`config.mk`:
```
export PLATFORM = sky130hd
export DESIGN_NAME = pmrt_cell
export DESIGN_NICKNAME = d
export VERILOG_FILES = /design/src/rtl/pmrt_pkg.sv /design/src/rtl/pmrt_cell.sv
export SDC_FILE = /design/constraint.sdc
export NUM_CORES = 1
export LEC_CHECK = 0
export ABC_AREA = 1
export BUFFER_PORTS_ARGS = -buffer_cell sky130_fd_sc_hd__clkbuf_2
export CAP_MARGIN = 20
export CORE_AREA = 3 3 183 185
export DETAILED_ROUTE_END_ITERATION = 7
export DIE_AREA = 0 0 186 188
export PLACE_DENSITY = 0.74
export REMOVE_ABC_BUFFERS = 1
export SKIP_LAST_GASP = 1
export SYNTH_ARGS = -nofsm -noshare
export SYNTH_HDL_FRONTEND = slang
export SYNTH_SLANG_ARGS = --single-unit
```
`constraint.sdc`:
```
create_clock -name i_clk -period 2.2 [get_ports i_clk]
set_input_delay 0.11 -clock i_clk [delete_from_list [all_inputs] [get_ports i_clk]]
set_output_delay 0.11 -clock i_clk [all_outputs]
set_load 0.005 [all_outputs]
```
`src/rtl/pmrt_pkg.sv`:
```
// Shared types, constants and the arctangent table of the point transform.
package pmrt_pkg;

    localparam int unsigned XW = 33;   // CORDIC x / y width, Q30 signed
    localparam int unsigned ZW = 33;   // CORDIC angle width, Q24 degrees signed

    localparam logic [26:0] DEG90_Q16  = 27'd5898240;
    localparam logic [26:0] DEG180_Q16 = 27'd11796480;
    localparam logic [26:0] DEG270_Q16 = 27'd17694720;
    localparam logic [26:0] DEG360_Q16 = 27'd23592960;
    localparam logic [26:0] DEG720_Q16 = 27'd47185920;

    localparam logic signed [XW-1:0] GAIN_Q30 = 33'sd652032874;
    localparam logic signed [XW-1:0] ONE_Q30  = 33'sd1073741824;

    localparam logic signed [25:0] RST_MIN  = 26'sd0;
    localparam logic signed [25:0] RST_MAX  = 26'sd17694720;
    localparam logic [24:0]        RST_STEP = 25'd5898240;

    typedef enum logic [1:0] {
        REG_MIN  = 2'd0,
        REG_MAX  = 2'd1,
        REG_STEP = 2'd2,
        REG_NONE = 2'd3
    } t_reg_idx;

    // Fields that ride alongside the rotation unit
    typedef struct packed {
        logic signed [31:0] px;
        logic signed [31:0] py;
        logic signed [31:0] sx;
        logic signed [31:0] sy;
        logic               mirror;
        logic               ok;
        logic [1:0]         quad;
        logic               zero;
    } t_side;

    function automatic logic signed [ZW-1:0] atan_q24(input int unsigned i);
        logic signed [ZW-1:0] v;
        v = '0;
        unique case (i)
            0:  v = 33'sd754974720;
            1:  v = 33'sd445687602;
            2:  v = 33'sd235489088;
            3:  v = 33'sd119537938;
            4:  v = 33'sd60000934;
            5:  v = 33'sd30029717;
            6:  v = 33'sd15018523;
            7:  v = 33'sd7509720;
            8:  v = 33'sd3754917;
            9:  v = 33'sd1877466;
            10: v = 33'sd938734;
            11: v = 33'sd469367;
            12: v = 33'sd234684;
            13: v = 33'sd117342;
            14: v = 33'sd58671;
            15: v = 33'sd29335;
            16: v = 33'sd14668;
            17: v = 33'sd7334;
            18: v = 33'sd3667;
            19: v = 33'sd1833;
            20: v = 33'sd917;
            21: v = 33'sd458;
            22: v = 33'sd229;
            23: v = 33'sd115;
            default: v = '0;
        endcase
        return v;
    endfunction

endpackage

```
`src/rtl/pmrt_cell.sv`:
```
// One CORDIC rotation cell with its registered sideband.
module pmrt_cell
    import pmrt_pkg::*;
#(
    parameter int STAGE = 0
) (
    input  logic                 i_clk,
    input  logic                 i_rst_n,
    input  logic                 i_en,
    input  logic                 i_vld,
    input  logic signed [XW-1:0] i_x,
    input  logic signed [XW-1:0] i_y,
    input  logic signed [ZW-1:0] i_z,
    input  t_side                i_side,
    output logic                 o_vld,
    output logic signed [XW-1:0] o_x,
    output logic signed [XW-1:0] o_y,
    output logic signed [ZW-1:0] o_z,
    output t_side                o_side
);
    localparam logic signed [ZW-1:0] ATAN = atan_q24(STAGE);

    logic signed [XW-1:0] w_dx, w_dy;

    assign w_dx = i_y >>> STAGE;
    assign w_dy = i_x >>> STAGE;

    always_ff @(posedge i_clk) begin
        if (!i_rst_n) begin
            o_vld <= 1'b0;
        end else if (i_en) begin
            o_vld <= i_vld;
        end
        if (i_en) begin
            if (!i_z[ZW-1]) begin
                o_x <= i_x - w_dx;
                o_y <= i_y + w_dy;
                o_z <= i_z - ATAN;
            end else begin
                o_x <= i_x + w_dx;
                o_y <= i_y - w_dy;
                o_z <= i_z + ATAN;
            end
            o_side <= i_side;
        end
    end
endmodule

```
==> flow_metrics.env <==
export IMPL_dp_cells=2856
export IMPL_setup_viol=0
export IMPL_vias_per_cell=5.14
export IMPL_postSynth_asyncResetShare_pct=0
export IMPL_rows=66
export IMPL_start_util_pct=46.6
export IMPL_cpMostUsedCell="nand2_1"
export IMPL_cts_root_buf="clkbuf_16"
export IMPL_ioPinCount=469
export IMPL_final_nets=2983
export IMPL_wl_per_cell_um=20.9
export IMPL_max_cap_violations=0
export IMPL_p_total_mw=13.9
export IMPL_cts_tree="built"
export IMPL_crit_chain="dlygate4sd3_1 > clkbuf_2 > ha_1 > nand3_1 > nand2_1 > a21oi_1 > nor2_1 > o21ai_0 > nand2_1 > xor2_1"
export IMPL_power_density_nw_per_um2=658
export IMPL_clockBufferDepth=3
export IMPL_final_cell_mix="nand2_1, clkbuf_2, inv_1"
export IMPL_syn2layout_area_growth_pct=41.0
export IMPL_fin_cells=3070
export IMPL_cts_resized=0
export IMPL_whs_ns=0.0190
export IMPL_post_cts_buffers=0
export IMPL_cp_top_family="buffers and inverters"
export IMPL_vias=15800
export IMPL_die_w_um=186
export IMPL_seq_area_sq_um=6960
export IMPL_relSlewSlack_pct=58.0
export IMPL_final_common_cell="nand2_1"
export IMPL_drive_gt1_share_pct=26.3
export IMPL_gr_usage_all_layers_pct=36.3
export IMPL_cp_arrival_ns=2.12
export IMPL_pwr_share_seq_pct=40.0
export IMPL_clock_sinks=232
export IMPL_end_kind="flop"
export IMPL_comb_power_share_pct=27.6
export IMPL_cts_max_level=1
export IMPL_ff2ff_path_depth=3
export IMPL_cp_startpoint="i_z[25]"
export IMPL_synth_ff_type="edfxtp_1"
export IMPL_power_leakage_nw=11.2
export IMPL_p_switching_mw=4.43
export IMPL_timing_final_hold_violations=0
export IMPL_detail_route_antenna_nets=0
export IMPL_rsz0062_at_grt="false"
export IMPL_skew_ns=0
export IMPL_finalSetupTns_ns=0
export IMPL_cts_buffers=27
export IMPL_required_ns=2.50
export IMPL_clock_latency_ns=0.55
export IMPL_worst_path_stages=10
export IMPL_critical_path_class="input pin to flop"
export IMPL_synthCells=1885
export IMPL_syn_area_sq_um=15000
export IMPL_core_sq_um=32200
export IMPL_drt_iter0_markers=1206
export IMPL_slew_viol_final=0
export IMPL_r2r_start="o_vld"
export IMPL_portBuffers=468
export IMPL_multi_input_area_sq_um=6430
export IMPL_fillers=2727
export IMPL_synth_cell_type_count=35
export IMPL_period_share_pct=82.9
export IMPL_swShare_pct=31.7
export IMPL_critPathMaxFanout=2
export IMPL_status="finished clean"
export IMPL_cts_clk_slew_worst_paths_ns=0.06
export IMPL_vdd_drop_max_uv=577
export IMPL_cp_slowest_cell="dlygate4sd3_1"
export IMPL_dieArea_sq_um=35000
export IMPL_overflow=0
export IMPL_antenna_found_initial=5
export IMPL_ys_ff_latch=232
export IMPL_yosys_warnings=0
export IMPL_drtPass1Iterations=6
export IMPL_rrSetupSlack_ns=0.92
export IMPL_min_period_ns=1.82
export IMPL_yosysSeqAreaShare_pct=46.3
export IMPL_syn_avg_cell_area_sq_um=7.97
export IMPL_cp_slowest_stage_delay_ns=0.56
export IMPL_grt_pass1_vias=16000
export IMPL_hpwl_um=48900
export IMPL_hold_path_class="input pin to flop"
export IMPL_grt_max_degree=61
export IMPL_synth_edf_count=231
export IMPL_p_clk_share_pct=32.4
export IMPL_die_h_um=188
export IMPL_p_int_mw=9.52
export IMPL_wl_um=64300
export IMPL_worst_slew_pin_slew_ns=0.630
export IMPL_worst_path_buf_inv=2
export IMPL_drc=0
export IMPL_routabilityCongestion=1.02
export IMPL_rr_endpoint="o_vld"
export IMPL_grt_pass1_wl_um=95600
export IMPL_max_freq_mhz=548
export IMPL_crit_path_end="o_z[31]"
export IMPL_worst_setup_path_start_kind="input pin"
-- final cells by class --
class	count	share of cell area, %
multi-input cells	1250	30.4
diodes	4	0.0473
clock inverters	13	0.608
well taps	408	2.41
flip-flops and latches	232	32.8
inverters	359	6.36
repair buffers	770	23.9
clock buffers	34	3.46
-- through the flow --
stage	cell area (sq um)	utilization (%)	setup WS, ns
2_1_floorplan	14700	-	-0.643
3_3_place_gp	18700	58.0	-0.0442
3_5_place_dp	18700	58.0	-0.0780
4_1_cts	21200	65.7	0.446
5_1_grt	21200	65.8	0.276
6_report	21200	65.8	0.376
-- synthesized netlist by cell type, types with 3 or more instances --
cell,count,share of area (%)
buf_6,4,0.30
ha_1,103,8.6
inv_1,345,8.6
o21ai_0,29,0.97
nand2_2,18,0.75
o21ai_1,10,0.33
nand2_1,646,16
nand4_1,16,0.67
xor2_1,30,1.7
clkinv_1,3,0.075
o22ai_1,4,0.17
o21bai_1,11,0.55
nor2_1,97,2.4
clkbuf_1,8,0.20
nor2_2,14,0.58
nor3_2,3,0.20
nand3_1,163,5.4
nor3_1,6,0.20
a21oi_1,79,2.6
buf_4,19,0.95
inv_2,11,0.27
a31oi_1,4,0.17
buf_2,13,0.43
edfxtp_1,231,46
fa_1,4,0.53
-- power groups by stage --
stage / Sequential [mW] / Combinational (mW) / Clock, mW
floorplan: 5.66 / 1.58 / 0
global placement: 5.64 / 3.46 / 0
detailed placement: 5.64 / 3.50 / 0
CTS: 5.56 / 3.77 / 4.49
global route: 5.61 / 4.21 / 4.73
finish: 5.58 / 3.85 / 4.52
-- registers in the layout, indices dropped and copies added, names as in the netlist --
name,cells
o_vld,1
o_y,33
o_x,32
o_side,133
o_z,33
-- kinds of logic after synthesis --
logic type                 after synthesis  share of synthesized area, %
xor gates and xnor gates                30                          1.75
buffers and inverters                  403                          10.9
AOI/OAI and AO/OA                      144                          5.17
DFF                                    232                          46.3
and+or+nand+nor                        969                          26.8
adders and majority gates              107                          9.11
-- what timing repair did --
action | in CTS | in global routing
hold buffers | 163 | 0
endpoints found under the setup margin | 0 | 0
endpoints found under the hold margin | 162 | 0
-- worst register-to-register path: stages (launching register included) --
cell and delay (ns):
dfxtp_1 0.34, o21ai_0 0.21, a21oi_1 0.06, dlygate4sd3_1 0.56
-- how the worst min path moves through the flow --
stage	start	end	slack, ns	cells after the start
after floorplan	i_en	o_vld	0.20	1
after global placement	i_z[3]	o_z[3]	0.29	1
after detailed placement	i_side[126]	o_side[126]	0.29	1
after CTS	i_en	o_y[3]	0.02	1
after global routing	i_en	o_y[3]	0.04	1
final	i_en	o_y[3]	0.02	1
-- layer usage --
metal  part of all wire [%]  GRT usage (%)  wire [um]  vias up
met2                     44           56.8      28400      758
met5                  0.014              0          9        -
met3                    8.7           9.00       5620      193
met1                     40           46.0      25800     7347
li1                       -              -          -     7467
met4                    6.9           20.3       4450        2
Power figures use the tool's default switching activity.
