===== src/rtl/pmrt_pkg.sv =====
// Shared types, constants and the arctangent table of the point transform.
package pmrt_pkg;

    localparam int unsigned XW = 33;   // CORDIC x / y width, Q30 signed
    localparam int unsigned ZW = 33;   // CORDIC angle width, Q24 degrees signed

    localparam logic [26:0] DEG90_Q16  = 27'd5898240;
    localparam logic [26:0] DEG180_Q16 = 27'd11796480;
    localparam logic [26:0] DEG270_Q16 = 27'd17694720;
    localparam logic [26:0] DEG360_Q16 = 27'd23592960;
    localparam logic [26:0] DEG720_Q16 = 27'd47185920;

    localparam logic signed [XW-1:0] GAIN_Q30 = 33'sd652032874;
    localparam logic signed [XW-1:0] ONE_Q30  = 33'sd1073741824;

    localparam logic signed [25:0] RST_MIN  = 26'sd0;
    localparam logic signed [25:0] RST_MAX  = 26'sd17694720;
    localparam logic [24:0]        RST_STEP = 25'd5898240;

    typedef enum logic [1:0] {
        REG_MIN  = 2'd0,
        REG_MAX  = 2'd1,
        REG_STEP = 2'd2,
        REG_NONE = 2'd3
    } t_reg_idx;

    // Fields that ride alongside the rotation unit
    typedef struct packed {
        logic signed [31:0] px;
        logic signed [31:0] py;
        logic signed [31:0] sx;
        logic signed [31:0] sy;
        logic               mirror;
        logic               ok;
        logic [1:0]         quad;
        logic               zero;
    } t_side;

    function automatic logic signed [ZW-1:0] atan_q24(input int unsigned i);
        logic signed [ZW-1:0] v;
        v = '0;
        unique case (i)
            0:  v = 33'sd754974720;
            1:  v = 33'sd445687602;
            2:  v = 33'sd235489088;
            3:  v = 33'sd119537938;
            4:  v = 33'sd60000934;
            5:  v = 33'sd30029717;
            6:  v = 33'sd15018523;
            7:  v = 33'sd7509720;
            8:  v = 33'sd3754917;
            9:  v = 33'sd1877466;
            10: v = 33'sd938734;
            11: v = 33'sd469367;
            12: v = 33'sd234684;
            13: v = 33'sd117342;
            14: v = 33'sd58671;
            15: v = 33'sd29335;
            16: v = 33'sd14668;
            17: v = 33'sd7334;
            18: v = 33'sd3667;
            19: v = 33'sd1833;
            20: v = 33'sd917;
            21: v = 33'sd458;
            22: v = 33'sd229;
            23: v = 33'sd115;
            default: v = '0;
        endcase
        return v;
    endfunction

endpackage


===== src/rtl/pmrt_front.sv =====
// Index check and angle reduction to quadrant plus remainder.
module pmrt_front
    import pmrt_pkg::*;
#(
    parameter int MAX_ROTATIONS = 65536
) (
    input  logic                 i_clk,
    input  logic                 i_rst_n,
    input  logic                 i_en,
    input  logic                 i_vld,
    input  logic signed [25:0]   i_min,
    input  logic signed [25:0]   i_max,
    input  logic [24:0]          i_step,
    input  logic [15:0]          i_idx,
    input  t_side                i_side,
    output logic                 o_vld,
    output t_side                o_side,
    output logic signed [ZW-1:0] o_z
);
    localparam int MW = $clog2(MAX_ROTATIONS + 1);
    localparam int CW = MW + 25;
    localparam logic [MW-1:0] MAXM1 = MW'(MAX_ROTATIONS - 1);

    logic signed [26:0] w_span;
    logic [CW-1:0]      r_cap;
    logic               w_rng_ok;

    logic [4:0]         r_vld;
    t_side              r_side [5];
    t_side              w_side1, w_side4;
    logic [40:0]        r_prod;
    logic [26:0]        r_a2, r_a3, r_a4;
    logic [26:0]        w_ang;
    logic               w_ok;
    logic [26:0]        w_r;
    logic [1:0]         w_q;
    logic signed [ZW-1:0] r_z;

    assign w_span = 27'(i_max) - 27'(i_min);

    // Set-size cap depends on configuration only; refresh every cycle
    always_ff @(posedge i_clk) begin
        r_cap <= MAXM1 * i_step;
    end

    assign w_rng_ok = (i_step != '0) && !w_span[26] && (CW'(w_span[25:0]) <= r_cap);

    assign w_ok  = w_rng_ok && (r_prod <= 41'(w_span[25:0])) && !w_span[26];
    assign w_ang = 27'(i_min) + r_prod[26:0] + DEG720_Q16;

    always_comb begin
        priority if (r_a4 >= DEG270_Q16) begin
            w_q = 2'd3; w_r = r_a4 - DEG270_Q16;
        end else if (r_a4 >= DEG180_Q16) begin
            w_q = 2'd2; w_r = r_a4 - DEG180_Q16;
        end else if (r_a4 >= DEG90_Q16) begin
            w_q = 2'd1; w_r = r_a4 - DEG90_Q16;
        end else begin
            w_q = 2'd0; w_r = r_a4;
        end
    end

    always_comb begin
        w_side1      = r_side[0];
        w_side1.ok   = w_ok;
        w_side4      = r_side[3];
        w_side4.quad = w_q;
        w_side4.zero = (w_r == '0);
    end

    always_ff @(posedge i_clk) begin
        if (!i_rst_n) begin
            r_vld <= '0;
        end else if (i_en) begin
            r_vld <= {r_vld[3:0], i_vld};
        end
        if (i_en) begin
            // product stage
            r_prod    <= i_idx * i_step;
            r_side[0] <= i_side;
            // check and offset into a non-negative range
            r_a2      <= w_ang;
            r_side[1] <= w_side1;
            // fold by two turns, then by one
            r_a3      <= (r_a2 >= DEG720_Q16) ? r_a2 - DEG720_Q16 : r_a2;
            r_side[2] <= r_side[1];
            r_a4      <= (r_a3 >= DEG360_Q16) ? r_a3 - DEG360_Q16 : r_a3;
            r_side[3] <= r_side[2];
            // split into quadrant and remainder
            r_z       <= ZW'({w_r[22:0], 8'd0});
            r_side[4] <= w_side4;
        end
    end

    assign o_vld  = r_vld[4];
    assign o_side = r_side[4];
    assign o_z    = r_z;
endmodule


===== config.mk =====
export PLATFORM = sky130hd
export DESIGN_NAME = pmrt_front
export DESIGN_NICKNAME = d
export VERILOG_FILES = /design/src/rtl/pmrt_pkg.sv /design/src/rtl/pmrt_front.sv
export SDC_FILE = /design/constraint.sdc
export NUM_CORES = 2
export LEC_CHECK = 0
export BUFFER_PORTS_ARGS = -buffer_cell sky130_fd_sc_hd__buf_4
export CORE_UTILIZATION = 40
export CTS_CLUSTER_SIZE = 28
export DETAILED_ROUTE_END_ITERATION = 8
export GPL_ROUTABILITY_DRIVEN = 0
export PLACE_DENSITY = 0.59
export SLEW_MARGIN = 20
export SYNTH_ARGS = -nofsm -noshare
export SYNTH_HDL_FRONTEND = slang
export SYNTH_SLANG_ARGS = --single-unit

===== constraint.sdc =====
create_clock -name i_clk -period 7.8 [get_ports i_clk]
set_input_delay 0.78 -clock i_clk [delete_from_list [all_inputs] [get_ports i_clk]]
set_output_delay 0.78 -clock i_clk [all_outputs]
set_load 0.05 [all_outputs]

==> flow_metrics.py <==
metrics = {
    "cts": {
        "cts_setup_buffers": 0,
        "holdBufCountCts": 0,
        "cts_buffers": 88,
        "cts_sinks": 843,
        "htreeDepth": 3,
        "clk_pin_slew_ns": 0.06,
        "cts_tree": "yes",
        "cts_root_buf": "clkbuf_16",
        "cts_resized": 0,
        "ctsLongestPathBuffers": 3,
        "clock_latency_ns": 0.70,
    },
    "grt": {
        "grt_pass1_vias": 30500,
        "grt_pass1_wl_um": 168000,
        "overflow": 0,
        "grt_max_degree": 187,
        "grt_use_total_pct": 16.8,
        "antenna_found_initial": 3,
    },
    "place": {
        "io_buffer_count": 382,
        "place_area_sq_mm": 0.0558,
        "post-place-cells": 5896,
        "dp_hpwl_um": 80900,
    },
    "critical_path": {
        "timing.critical_path.from_type": "primary input",
        "cp-end-kind": "register",
        "worstPathArrival_ns": 6.90,
        "worst-setup-path-type": "in -> reg",
        "cp_max_fo": 21,
        "crit_required_ns": 8.20,
    },
    "floorplan": {
        "dieArea_sq_mm": 0.129,
        "start_util_pct": 40.5,
        "coreArea_sq_mm": 0.126,
        "die_width_um": 359,
        "io_pins": 397,
        "rows": 130,
        "dieHeight_um": 359,
    },
    "timing": {
        "finalSetupViolations": 0,
        "finClkSkew_ns": 0.0558,
        "hold_violations": 0,
        "worst_slew_pin_slew_ns": 1.04,
        "max_freq_ghz": 0.154,
        "period_share_pct": 83.3,
        "maxSlewViolCount": 0,
        "finalSetupTns_ns": 0,
        "period_needed_ns": 6.50,
        "rsz0062_at_grt": "false",
        "slew_headroom_pct": 30.3,
    },
    "cells_and_area": {
        "final_cells": 6056,
        "syn2layout_area_growth_pct": 14.9,
        "final_cell_area_sq_mm": 0.0587,
        "layout.nets": 5457,
        "drive_gt1_share_pct": 12.4,
    },
    "routing": {
        "via_per_inst": 4.87,
        "drt_iter0_markers": 2053,
        "firstDrtPassIters": 6,
        "met2_length_um": 51300,
        "met1_length_um": 47700,
        "num_vias": 29500,
        "drc": 0,
        "final_antenna_net_count": 0,
        "avgRoutedWirePerCell_um": 17.7,
        "wl_met3_um": 5690,
        "finalWirelength_um": 107000,
        "top_layer": "met5",
    },
    "yosys": {
        "synth_area_sq_mm": 0.0511,
        "synth_top_area_share_pct": 46.9,
        "synthArstFlopShare_pct": 0,
        "yosys.area.top_type": "edfxtp_1",
        "ys.flop_type": "edfxtp_1",
        "yosysSeqAreaShare_pct": 48.7,
        "yosys-top-cells-area": "edfxtp_1, fa_1, ha_1",
        "synth-edff-count": 797,
        "yosysMostFrequentCell": "edfxtp_1",
        "ys_ff_latch": 843,
        "ys_types": 78,
        "syn_inst": 3933,
        "synth_common_cells": "edfxtp_1, inv_1, fa_1, ha_1, nand2_1",
        "ys_warn_count": 0,
        "synth.avg_cell_area_sq_um": 13.0,
    },
    "job": {
        "drv_cap": 0,
    },
    "worst_hold_path": {
        "min-delay-path-class": "in -> reg",
    },
    "run_status": {
        "status": "finished clean",
    },
}
==> area by class of cell <==
type | count | area, sq um
fillers | 11200 | 67400
flip-flops and latches | 843 | 24900
multi-input cells | 2259 | 23100
repair buffers | 396 | 3020
inverters | 748 | 2810
clock buffers | 111 | 2300
well taps | 1650 | 2060
clock inverters | 48 | 588
diodes | 1 | 2.50
==> sequential cells by signal, summed over array words and instances, names as in the netlist <==
register and cells:
r_prod 41, r_vld 5, o_z 23, r_a2 27
r_cap 41, r_a4 27, r_side 652, r_a3 27
==> critical path, cell delays in order <==
cell      delay, ns
buf_4          0.35
nand2_1        0.14
fa_1           0.55
inv_1          0.06
fa_1           0.53
inv_1          0.05
fa_1           0.49
inv_1          0.05
fa_1           0.48
fa_1           0.49
inv_1          0.05
fa_1           0.47
inv_1          0.04
ha_1           0.39
nand3_1        0.11
o211ai_1       0.27
o21ai_0        0.14
a21oi_1        0.40
nor2_1         0.17
o21bai_1       0.24
a21o_1         0.14
a21oi_1        0.07
xnor2_1        0.43
==> cells in the final DEF (no fill, tap or decap), types with 61 or more instances in the layout <==
master	instances
nand2_1	311
nor2_1	122
a21oi_1	119
clkbuf_16	88
and2_1	173
a21o_1	61
xnor2_1	91
o21ai_0	67
ha_1	363
edfxtp_1	797
buf_4	392
inv_1	747
fa_1	528
==> kinds of logic after synthesis <==
family / synth area share (%)
DFF: 48.7
adders and majority gates: 29.6
AOI/OAI and AO/OA: 5.21
xor gates and xnor gates: 2.26
other: 0.00734
buffers and inverters: 6.28
muxes: 0.137
and+or+nand+nor: 7.85
==> worst paths after layout <==
check,startpoint,to,slack [ns],depth (start not counted)
setup / recovery,i_step[14],r_prod[26],1.30,23
hold / removal,i_side[124],r_side[0][124],0.25,1
setup reg to reg,r_prod[4],r_a2[26],4.11,11
hold reg to reg,r_side[3][19],r_side[4][19],0.38,0
==> through the flow <==
step           utilization (%)  hold slack, ns  setup WS (ns)
2_1_floorplan                -           0.400          0.956
3_5_place_dp              44.3           0.405          0.658
3_3_place_gp              44.3           0.400          0.722
5_1_grt                   46.6           0.194          0.981
6_report                  46.6           0.249           1.30
4_1_cts                   46.6           0.178           1.38
==> per-layer routing <==
metal | track usage (%) | up-vias
met1 | 22.6 | 14700
met3 | 2.71 | 153
met4 | 5.12 | 6
li1 | - | 13800
met2 | 27.8 | 752
met5 | 0 | -
Power is not shown: default switching activity piles up to over one toggle a cycle in this logic, so the estimate is an artifact.
